`src/hdl/pmas_pkg.sv`:
```
package pmas_pkg;

  localparam int WINDOW      = 20;
  localparam int SAMPLE_BITS = 12;

  localparam int CNT_W   = $clog2(WINDOW + 1);
  localparam int PTR_W   = (WINDOW > 1) ? $clog2(WINDOW) : 1;
  localparam int SUM_W   = SAMPLE_BITS + CNT_W;
  localparam int STEP_W  = $clog2(SUM_W + 1);
  localparam int CODE_W  = 12;
  localparam int GAIN_W  = 16;
  localparam int OFS_W   = 22;
  localparam int PSI_W   = 8;
  localparam int FRAC_W  = 16;
  localparam int PROD_W  = SAMPLE_BITS + GAIN_W;
  localparam int DIFF_W  = PROD_W + 1;

  localparam int CFG_IDX_W  = 2;
  localparam int CFG_DATA_W = 22;

  localparam logic [CFG_IDX_W-1:0] REG_GAIN   = 2'd0;
  localparam logic [CFG_IDX_W-1:0] REG_OFFSET = 2'd1;
  localparam logic [CFG_IDX_W-1:0] REG_MAX    = 2'd2;

  localparam logic [GAIN_W-1:0] GAIN_RESET   = 16'd3481;
  localparam logic [OFS_W-1:0]  OFFSET_RESET = 22'd1425777;
  localparam logic [PSI_W-1:0]  MAX_RESET    = 8'd174;

  typedef struct packed {
    logic [SUM_W-1:0] sum;
    logic [CNT_W-1:0] count;
  } ring_stat_t;

  typedef struct packed {
    logic             start;
    logic [SUM_W-1:0] dividend;
    logic [CNT_W-1:0] divisor;
  } div_req_t;

endpackage

```
`src/hdl/pmas_ring.sv`:
```
module pmas_ring
  import pmas_pkg::*;
(
  input  logic                   clk,
  input  logic                   rst,
  input  logic                   push,
  input  logic [SAMPLE_BITS-1:0] sample,
  output ring_stat_t             stat
);

  logic [SAMPLE_BITS-1:0] mem [WINDOW];
  logic [SAMPLE_BITS-1:0] old_sample;
  logic [SAMPLE_BITS-1:0] new_sample;
  logic [PTR_W-1:0]       wpos;
  logic [CNT_W-1:0]       count;
  logic [SUM_W-1:0]       sum;
  logic                   drop;
  logic                   pend;

  // read-before-write: the old slot content comes out registered
  always_ff @(posedge clk) begin
    if (push) begin
      old_sample <= mem[wpos];
      mem[wpos]  <= sample;
      new_sample <= sample;
    end
  end

  always_ff @(posedge clk) begin
    if (rst) begin
      wpos  <= '0;
      count <= '0;
      sum   <= '0;
      drop  <= 1'b0;
      pend  <= 1'b0;
    end else begin
      pend <= push;
      if (push) begin
        if (wpos == PTR_W'(WINDOW - 1)) begin
          wpos <= '0;
        end else begin
          wpos <= wpos + 1'b1;
        end
        if (count == CNT_W'(WINDOW)) begin
          drop <= 1'b1;
        end else begin
          drop  <= 1'b0;
          count <= count + 1'b1;
        end
      end
      if (pend) begin
        sum <= sum - (drop ? SUM_W'(old_sample) : '0) + SUM_W'(new_sample);
      end
    end
  end

  assign stat.sum   = sum;
  assign stat.count = count;

endmodule

```
`src/hdl/pmas_div.sv`:
```
module pmas_div
  import pmas_pkg::*;
(
  input  logic             clk,
  input  logic             rst,
  input  div_req_t         req,
  output logic [SUM_W-1:0] quotient,
  output logic             done
);

  logic [SUM_W-1:0]  dvd;
  logic [CNT_W-1:0]  rem;
  logic [CNT_W-1:0]  divisor;
  logic [STEP_W-1:0] step;
  logic              busy;
  logic [CNT_W:0]    rem_sh;
  logic [CNT_W:0]    diff;

  // one restoring step per cycle, quotient bits shift in behind the dividend
  assign rem_sh = {rem, dvd[SUM_W-1]};
  assign diff   = rem_sh - {1'b0, divisor};

  always_ff @(posedge clk) begin
    if (req.start) begin
      dvd     <= req.dividend;
      rem     <= '0;
      divisor <= req.divisor;
    end else if (busy) begin
      if (!diff[CNT_W]) begin
        rem <= diff[CNT_W-1:0];
        dvd <= {dvd[SUM_W-2:0], 1'b1};
      end else begin
        rem <= rem_sh[CNT_W-1:0];
        dvd <= {dvd[SUM_W-2:0], 1'b0};
      end
    end
  end

  always_ff @(posedge clk) begin
    if (rst) begin
      busy <= 1'b0;
      step <= '0;
      done <= 1'b0;
    end else begin
      done <= 1'b0;
      if (req.start) begin
        busy <= 1'b1;
        step <= STEP_W'(SUM_W);
      end else if (busy) begin
        step <= step - 1'b1;
        if (step == STEP_W'(1)) begin
          busy <= 1'b0;
          done <= 1'b1;
        end
      end
    end
  end

  assign quotient = dvd;

endmodule

```
`src/hdl/pressure_moving_average_scaler_core.sv`:
```
// Moving-average pressure scaler. Each accepted sample enters a 20-deep ring
// with a running sum; the rounded mean of the samples held so far goes out on
// average_code, and that mean scaled by gain_q16, less offset_q16, in whole PSI
// and clamped to 0..max_psi, goes out on pressure_psi with clamped marking a
// limit. A sample passes the ring update, divider start and wait, subtraction
// and clamp, mostly in the serial restoring divider that yields one quotient
// bit per cycle (17 bits); in_ready is low until its result is loaded.
// A result waits in the output register until taken, and the next sample then
// holds in_ready low at its last step until the register is free.
// Configuration writes are always accepted and only belong between items.
module pressure_moving_average_scaler_core
  import pmas_pkg::*;
(
  input  logic                  clk,
  input  logic                  rst,
  input  logic                  in_valid,
  output logic                  in_ready,
  input  logic [CODE_W-1:0]     adc_sample,
  output logic                  out_valid,
  input  logic                  out_ready,
  output logic [CODE_W-1:0]     average_code,
  output logic [PSI_W-1:0]      pressure_psi,
  output logic                  clamped,
  input  logic                  cfg_valid,
  output logic                  cfg_ready,
  input  logic [CFG_IDX_W-1:0]  cfg_index,
  input  logic [CFG_DATA_W-1:0] cfg_data
);

  localparam logic [2:0] S_IDLE  = 3'd0;
  localparam logic [2:0] S_SUM   = 3'd1;
  localparam logic [2:0] S_START = 3'd2;
  localparam logic [2:0] S_WAIT  = 3'd3;
  localparam logic [2:0] S_SUB   = 3'd4;
  localparam logic [2:0] S_CLAMP = 3'd5;

  logic [2:0]             state;
  logic [GAIN_W-1:0]      gain_q16;
  logic [OFS_W-1:0]       offset_q16;
  logic [PSI_W-1:0]       max_psi;
  logic                   push;
  ring_stat_t             ring_stat;
  div_req_t               div_req;
  logic [SUM_W-1:0]       quotient;
  logic                   div_done;
  logic [SAMPLE_BITS-1:0] avg;
  logic [PROD_W-1:0]      prod;
  logic [DIFF_W-1:0]      diff;
  logic [SAMPLE_BITS-1:0] psi_full;
  logic                   out_load;

  assign cfg_ready = 1'b1;

  always_ff @(posedge clk) begin
    if (rst) begin
      gain_q16   <= GAIN_RESET;
      offset_q16 <= OFFSET_RESET;
      max_psi    <= MAX_RESET;
    end else if (cfg_valid) begin
      case (cfg_index)
        REG_GAIN:   gain_q16   <= cfg_data[GAIN_W-1:0];
        REG_OFFSET: offset_q16 <= cfg_data[OFS_W-1:0];
        REG_MAX:    max_psi    <= cfg_data[PSI_W-1:0];
        default: ;
      endcase
    end
  end

  assign in_ready = (state == S_IDLE);
  assign push     = in_valid && in_ready;

  pmas_ring u_ring (
    .clk    (clk),
    .rst    (rst),
    .push   (push),
    .sample (SAMPLE_BITS'(adc_sample)),
    .stat   (ring_stat)
  );

  // half-up rounding: bias by half the count before dividing
  assign div_req.start    = (state == S_START);
  assign div_req.dividend = ring_stat.sum + SUM_W'(ring_stat.count >> 1);
  assign div_req.divisor  = ring_stat.count;

  pmas_div u_div (
    .clk      (clk),
    .rst      (rst),
    .req      (div_req),
    .quotient (quotient),
    .done     (div_done)
  );

  assign psi_full = diff[PROD_W-1:FRAC_W];
  assign out_load = (state == S_CLAMP) && (!out_valid || out_ready);

  always_ff @(posedge clk) begin
    if (state == S_WAIT && div_done) begin
      avg  <= SAMPLE_BITS'(quotient);
      prod <= PROD_W'(SAMPLE_BITS'(quotient)) * PROD_W'(gain_q16);
    end
    if (state == S_SUB) begin
      diff <= {1'b0, prod} - DIFF_W'(offset_q16);
    end
  end

  always_ff @(posedge clk) begin
    if (rst) begin
      state     <= S_IDLE;
      out_valid <= 1'b0;
    end else begin
      if (out_load) begin
        out_valid <= 1'b1;
      end else if (out_valid && out_ready) begin
        out_valid <= 1'b0;
      end
      case (state)
        S_IDLE: begin
          if (push) begin
            state <= S_SUM;
          end
        end
        S_SUM:   state <= S_START;
        S_START: state <= S_WAIT;
        S_WAIT: begin
          if (div_done) begin
            state <= S_SUB;
          end
        end
        S_SUB:   state <= S_CLAMP;
        S_CLAMP: begin
          if (out_load) begin
            average_code <= CODE_W'(avg);
            if (diff[DIFF_W-1]) begin
              pressure_psi <= '0;
              clamped      <= 1'b1;
            end else if (psi_full > SAMPLE_BITS'(max_psi)) begin
              pressure_psi <= max_psi;
              clamped      <= 1'b1;
            end else begin
              pressure_psi <= PSI_W'(psi_full);
              clamped      <= 1'b0;
            end
            state <= S_IDLE;
          end
        end
        default: state <= S_IDLE;
      endcase
    end
  end

  // one item at a time: a transfer closes the input until the result is out
  assert property (@(posedge clk) disable iff (rst) push |=> !in_ready)
    else $error("input taken while an item is in progress");

  assert property (@(posedge clk) disable iff (rst) div_done |-> state == S_WAIT)
    else $error("divider finished outside its wait state");

  assert property (@(posedge clk) disable iff (rst)
    ring_stat.count <= CNT_W'(WINDOW))
    else $error("ring sample count beyond window");

endmodule
```
`config.mk`:
```
export PLATFORM = sky130hd
export DESIGN_NAME = pressure_moving_average_scaler_core
export DESIGN_NICKNAME = d
export VERILOG_FILES = /design/src/hdl/pmas_pkg.sv /design/src/hdl/pmas_ring.sv /design/src/hdl/pmas_div.sv /design/src/hdl/pressure_moving_average_scaler_core.sv
export SDC_FILE = /design/constraint.sdc
export NUM_CORES = 1
export LEC_CHECK = 0
export ABC_AREA = 1
export BUFFER_PORTS_ARGS = -buffer_cell sky130_fd_sc_hd__buf_2
export CAP_MARGIN = 15
export CORE_ASPECT_RATIO = 0.7
export CORE_MARGIN = 10
export CORE_UTILIZATION = 30
export DETAILED_ROUTE_END_ITERATION = 10
export PLACE_DENSITY = 0.44
export SYNTH_ARGS = -nofsm -noshare
export SYNTH_HDL_FRONTEND = slang
export SYNTH_SLANG_ARGS = --single-unit
```
`constraint.sdc`:
```
create_clock -name clk -period 8.6 [get_ports clk]
set_clock_uncertainty 0.15 [all_clocks]
set_input_delay 0.86 -clock clk [delete_from_list [all_inputs] [get_ports clk]]
set_output_delay 0.86 -clock clk [all_outputs]
set_load 0.05 [all_outputs]
```
Word level (Yosys, flattened, before mapping)
Memories as Yosys holds them, arrays and structs flattened. A register that Yosys moved wholly into a read port is not among the register bits.
Cells that the tools add are included.
{"block": "totals", "ff_bits": 215, "ram_bits": 240, "inputBits": 41, "output_inout_bits": 24, "word_cells": 92, "mem_count": 1}
{"memory": "u_ring.mem", "depth": 20, "width": 12, "read_ports": 1, "rd_ports_with_merged_regs": 1, "write_ports": 1, "line": "pmas_ring.sv:11", "text": "logic [SAMPLE_BITS-1:0] mem [WINDOW];"}
{"block": "classes", "add_sub_neg": 8, "multipliers": 1, "magnitude_cmp": 1, "n_eq_ne": 13, "n_mux": 23, "n_bitwise": 3, "reduce_logical": 18}
{"operator": "two-way mux 17 bit", "n": 2}
{"operator": "subtractor 28 x 22 -> 29 bit", "n": 1}
{"operator": "multiplier 12 x 16 -> 28 bit", "n": 1}
{"operator": "two-way mux 5 bit", "n": 4}
{"operator": "case mux 3 bit (6 select lines)", "n": 1}
{"operator": "adder 17 x 12 -> 17 bit", "n": 1}
{"operator": "adder 17 x 4 -> 17 bit", "n": 1}
{"operator": "subtractor 17 bit", "n": 1}
{"operator": "> comparator 12 x 8 -> 1 bit", "n": 1}
{"operator": "two-way mux 12 bit", "n": 1}
{"operator": "two-way mux 1 bit", "n": 11}
{"operator": "adder 5 x 1 -> 5 bit (second input constant)", "n": 2}
{"operator": "== test 5 bit (second input constant)", "n": 2}
{"operator": "two-way mux 3 bit", "n": 3}
{"operator": "two-way mux 8 bit", "n": 1}
{"operator": "AND reduction 2 bit", "n": 4}
{"operator": "== test 3 x 2 -> 1 bit (second input constant)", "n": 2}
{"operator": "== test 3 bit (second input constant)", "n": 2}
{"operator": "AND reduction 3 bit", "n": 2}
{"operator": "subtractor 6 x 5 -> 6 bit", "n": 1}
{"operator": "== test 5 x 1 -> 1 bit (second input constant)", "n": 1}
{"operator": "subtractor 5 x 1 -> 5 bit (second input constant)", "n": 1}
{"operator": "logical AND 1 bit", "n": 4}
{"operator": "!= test 2 x 1 -> 1 bit (second input constant)", "n": 2}
{"operator": "other kinds (12)", "n": 15}

Depth between registers and ports, before layout
{"block": "logic_depth", "ltp_word": 5, "depth_mapped": 23, "depth_no_buf": 22}

Modules after synthesis
From an unflattened synthesis, not the netlist that was laid out.
{"block": "unflattened", "hier_cells": 3107, "hier_area_um2": 27561.4}
{"mod": "pressure_moving_average_scaler_core", "n_inst": 1, "cells_each": 1720, "area_per_inst_um2": 12990.0, "seq_area_each_um2": 3223.1}
{"mod": "pmas_ring", "n_inst": 1, "cells_each": 1187, "area_per_inst_um2": 12848.6, "seq_area_each_um2": 8508.2}
{"mod": "pmas_div", "n_inst": 1, "cells_each": 200, "area_per_inst_um2": 1722.9, "seq_area_each_um2": 900.9}

Worst setup path before layout
Ideal clock, no wire load.
{"block": "synth_timing", "kind": "register to register", "from": "reg u_div.dvd[9] (netlist: u_div.quotient[9])", "to": "reg prod[20], data pin", "setup_ps": 252, "arrival_ps": 4672, "required_ps": 8198, "path_slack_ps": 3525, "path_stages_with_launch": 20, "path_buffers": 2, "period_less_slack_ps": 5075, "cell_sequence": "edfxtp_1 -> clkbuf_1 -> clkbuf_1 -> nand2_1 -> fa_1 -> fa_1 -> inv_1 -> fa_1 -> fa_1 -> inv_1 -> fa_1 -> inv_1 -> ha_1 -> a21oi_1 -> o21ai_0 -> a21o_1 -> nand2_1 -> nand2_1 -> nand2_1 -> nand2_1"}
{"block": "synth_between", "elab_chain_len": 1}
{"item": "start, declared", "line": "pmas_div.sv:11", "text": "logic [SUM_W-1:0] dvd;"}
{"item": "start signal, assigned", "line": "pmas_div.sv:25", "text": "dvd <= req.dividend;"}
{"item": "start signal, assigned", "line": "pmas_div.sv:31", "text": "dvd <= {dvd[SUM_W-2:0], 1'b1};"}
{"item": "start signal, assigned", "line": "pmas_div.sv:34", "text": "dvd <= {dvd[SUM_W-2:0], 1'b0};"}
{"item": "multiplier 12 x 16 -> 28 bit", "line": "pressure_moving_average_scaler_core.sv:99", "text": "prod <= PROD_W'(SAMPLE_BITS'(quotient)) * PROD_W'(gain_q16);"}
{"item": "end signal, assigned", "line": "pressure_moving_average_scaler_core.sv:99"}
{"item": "end, declared", "line": "pressure_moving_average_scaler_core.sv:47", "text": "logic [PROD_W-1:0] prod;"}
Every way passes these cells.
A chain may end at the register's enable or synchronous reset.

Worst setup path after layout
{"block": "layout_timing", "from": "reg u_div.dvd[6] (netlist: u_div.quotient[6])", "to": "reg prod[21], data pin"}
Same word-level chain as after synthesis.

==> impl_metrics.ini <==
[status]
status = finished, final reports clean

[die]
start_util_pct = 30.27
fp-row-count = 92
pin_count = 65
die_w_um = 380.4
core_um2 = 90130
dieHeight_um = 272.3
dieArea_um2 = 103600

[clocking]
htreeDepth = 2
insertion_delay_ps = 630
cts-resized-gates = 0
clkSinkCount = 451
postCtsSetupBuffers = 0
numCtsBuffers = 51
postCtsHoldBufs = 0
cts_root_buffer = clkbuf_16
clk_pin_slew_ps = 70
tritoncts = yes
clock_path_buffers = 3

[detailed_routing]
drt-pass1-iter-count = 5
routedWlPerCell_um = 17.05
drtIter0Drc = 1370
vias = 19660
totalWireLength_um = 74010
drc_errors = 0
drtAntennaViolNets = 0
viasPerCell = 4.531

[timing]
max_freq_ghz = 0.1754
fin_crit_ps = 5702
worst_pin_slew_ps = 1056
final-hold-violation-count = 0
whs_ps = 276.7
rsz0062_at_grt = no
slew-limit-headroom_pct = 29.53
setup_tns_ps = 0
fin_ws_ps = 2898
min_period_over_period_pct = 66.30
setup_viol = 0
maxSlewViolCount = 0

[worst_setup_path]
worst_ep_required_time_ps = 8830
worst-path-buf-inv = 3
cp_slowest_cell = edfxtp_1
cp-start-kind = flop
worstPathCellList = nand2_1, fa_1, inv_1, fa_1, fa_1, fa_1, inv_1, fa_1, inv_1, ha_1, nand2_1, nor2_1, nand3_1, nand3_1, nand2_1, nand3_1, nand2_1
worst-setup-path-type = reg2reg
cp_top_family = adder cells
rr_endpoint = prod[21]
crit_end = prod[21]
r2r_start = u_div.quotient[6]
r2r_cells = 17
worst_path_most_repeated_cell = fa_1
critPathLaunch = u_div.quotient[6]
worst_setup_path_end_kind = flop
cp_max_fo = 18
critical_path_arrival_ps = 5930
crit_cells = 17
max_stage_delay_ps = 870
worst-r2r-setup-slack_ps = 2900

[yosys]
ys_seq_area_share_pct = 46.31
syn-num-nets = 3375
synth_area_um2 = 27280
synth_cell_types = 43
synth-xor-area-share_pct = 0.9953
synth_compound_area_share_pct = 7.935
muxShareOfSynthArea_pct = 0
syn_inst = 3048
synth_warnings = 0
synth-simple-area-share_pct = 18.03
synth_top_family_by_area = simple AND/OR/NAND/NOR gates
yosysTopAreaCell = edfxtp_1
synthAdderAreaFrac_pct = 17.36
syn-mean-instance-area_um2 = 8.950
synth_area_leaders = edfxtp_1, fa_1, nand2_1
synth_top_area_share_pct = 39.63
ys_ff_latch = 451

[placed_design]
dp.final_hpwl_um = 53620
place_ws_ps = 2951
io_buffer_count = 63
gp_congestion = 0.8492

[global_routing]
antenna_found_initial = 2
grt_use_total_pct = 14.16
grt.overflow.total = 0
grt_max_degree = 76
grt_pass1_wl_um = 116300
grt_pass1_vias = 19270

[layout]
syn2layout_area_growth_pct = 11.86
fillers = 9322
nets = 3406
num_antenna_cells = 0
drive_gt1_share_pct = 6.414

[min_path]
hold_class = reg2reg
min_from = avg[11]

[flow_run]
max_cap_violations = 0
==> placed cells by master (no fill, tap or decap), types with 3 or more instances in the layout <==
master,n
ha_1,132
o21ai_0,189
clkinv_1,8
nor2_1,275
clkbuf_16,52
xor2_1,21
buf_2,63
fa_1,154
o21a_1,4
o22ai_1,36
o211ai_1,16
nand3_1,117
nand3b_1,7
clkinv_2,9
o21bai_1,7
xnor2_1,10
nand2_2,3
a31oi_1,5
clkbuf_1,14
o21ai_1,26
a21oi_1,119
clkbuf_8,4
dfxtp_1,89
nand4_1,17
edfxtp_1,360
nor3_2,7
inv_1,540
nor4_1,3
nor3_1,25
buf_4,23
bufinv_16,3
nor2_2,16
nand2_1,739
or2_2,3
==> cell type report <==
type / count / area, µm² / share of cell area [%]
Inverter: 546 / 2052 / 6.725
Multi-Input combinational cell: 1942 / 12140 / 39.80
Timing Repair Buffer: 87 / 499.2 / 1.636
Tap cell: 1222 / 1529 / 5.011
Clock inverter: 22 / 244.0 / 0.7996
Clock buffer: 70 / 1409 / 4.617
Sequential cell: 451 / 12640 / 41.42
==> flip-flops by register name, summed over array words and instances (netlist names), 12 cells and up <==
register           flops
u_div.quotient        17
u_ring.sum            17
u_ring.old_sample     12
prod                  28
average_code          12
u_ring.new_sample     12
gain_q16              16
diff                  13
avg                   12
u_ring.mem           240
offset_q16            22
==> cell usage after synthesis (all sizes together) <==
master  instances
a21oi         121
or2             3
nand3         118
o21a            4
ha            132
o22ai          36
xnor2          10
o211ai         16
a21o            1
nand2         743
buf            35
nor2          292
clkbuf         74
edfxtp        360
a31oi           5
nand3b          7
inv           543
o21ai         215
nor3           32
o21bai          7
a221oi          1
fa            154
conb            1
nand4          18
and3            2
nor4            3
clkinv          3
xor2           21
dfxtp          91
==> metal layers <==
metal  vias to the layer above  share of wire [%]  track usage (%)
met1                      9423                 56            23.06
met2                       371                 38            18.90
li1                       9801                  -                -
met5                         -                  0                0
met3                        68                5.3            2.388
met4                         0                1.6            2.884
==> cells by family (layout without fill, tap and decap cells) <==
family          count (synthesis)  in the layout
flops                         451            451
other cells                     1              1
xor+xnor                       31             31
fa+ha+maj                     286            286
simple gates                 1218           1218
buf+inv                       655            725
compound gates                406            406
==> through the flow <==
stage          instance area, µm²  util [%]  instances
6_report                    30510     33.85       4340
2_1_floorplan               27280         -       3048
3_5_place_dp                28850     32.01       4247
3_3_place_gp                28850     32.01       4247
4_1_cts                     30500     33.84       4339
5_1_grt                     30510     33.85       4340
==> worst register-to-register path: stages (launching register included) <==
cell      delay [ps]
edfxtp_1         870
nand2_1          180
fa_1             560
inv_1             50
fa_1             500
fa_1             530
fa_1             560
inv_1             60
fa_1             530
inv_1             40
ha_1             350
nand2_1          120
nor2_1           320
nand3_1          200
nand3_1          200
nand2_1           90
nand3_1           80
nand2_1           60
==> worst min-delay path by stage <==
stage,endpoint,cells past startpoint,slack (ps)
floorplan,average_code[0],0,250
global placement,average_code[7],0,260
detailed placement,average_code[10],0,260
CTS,offset_q16[16],3,270
global route,average_code[11],0,290
finish,average_code[11],0,280
Power is not shown: default switching activity piles up to over one toggle a cycle in this logic, so the estimate is an artifact.
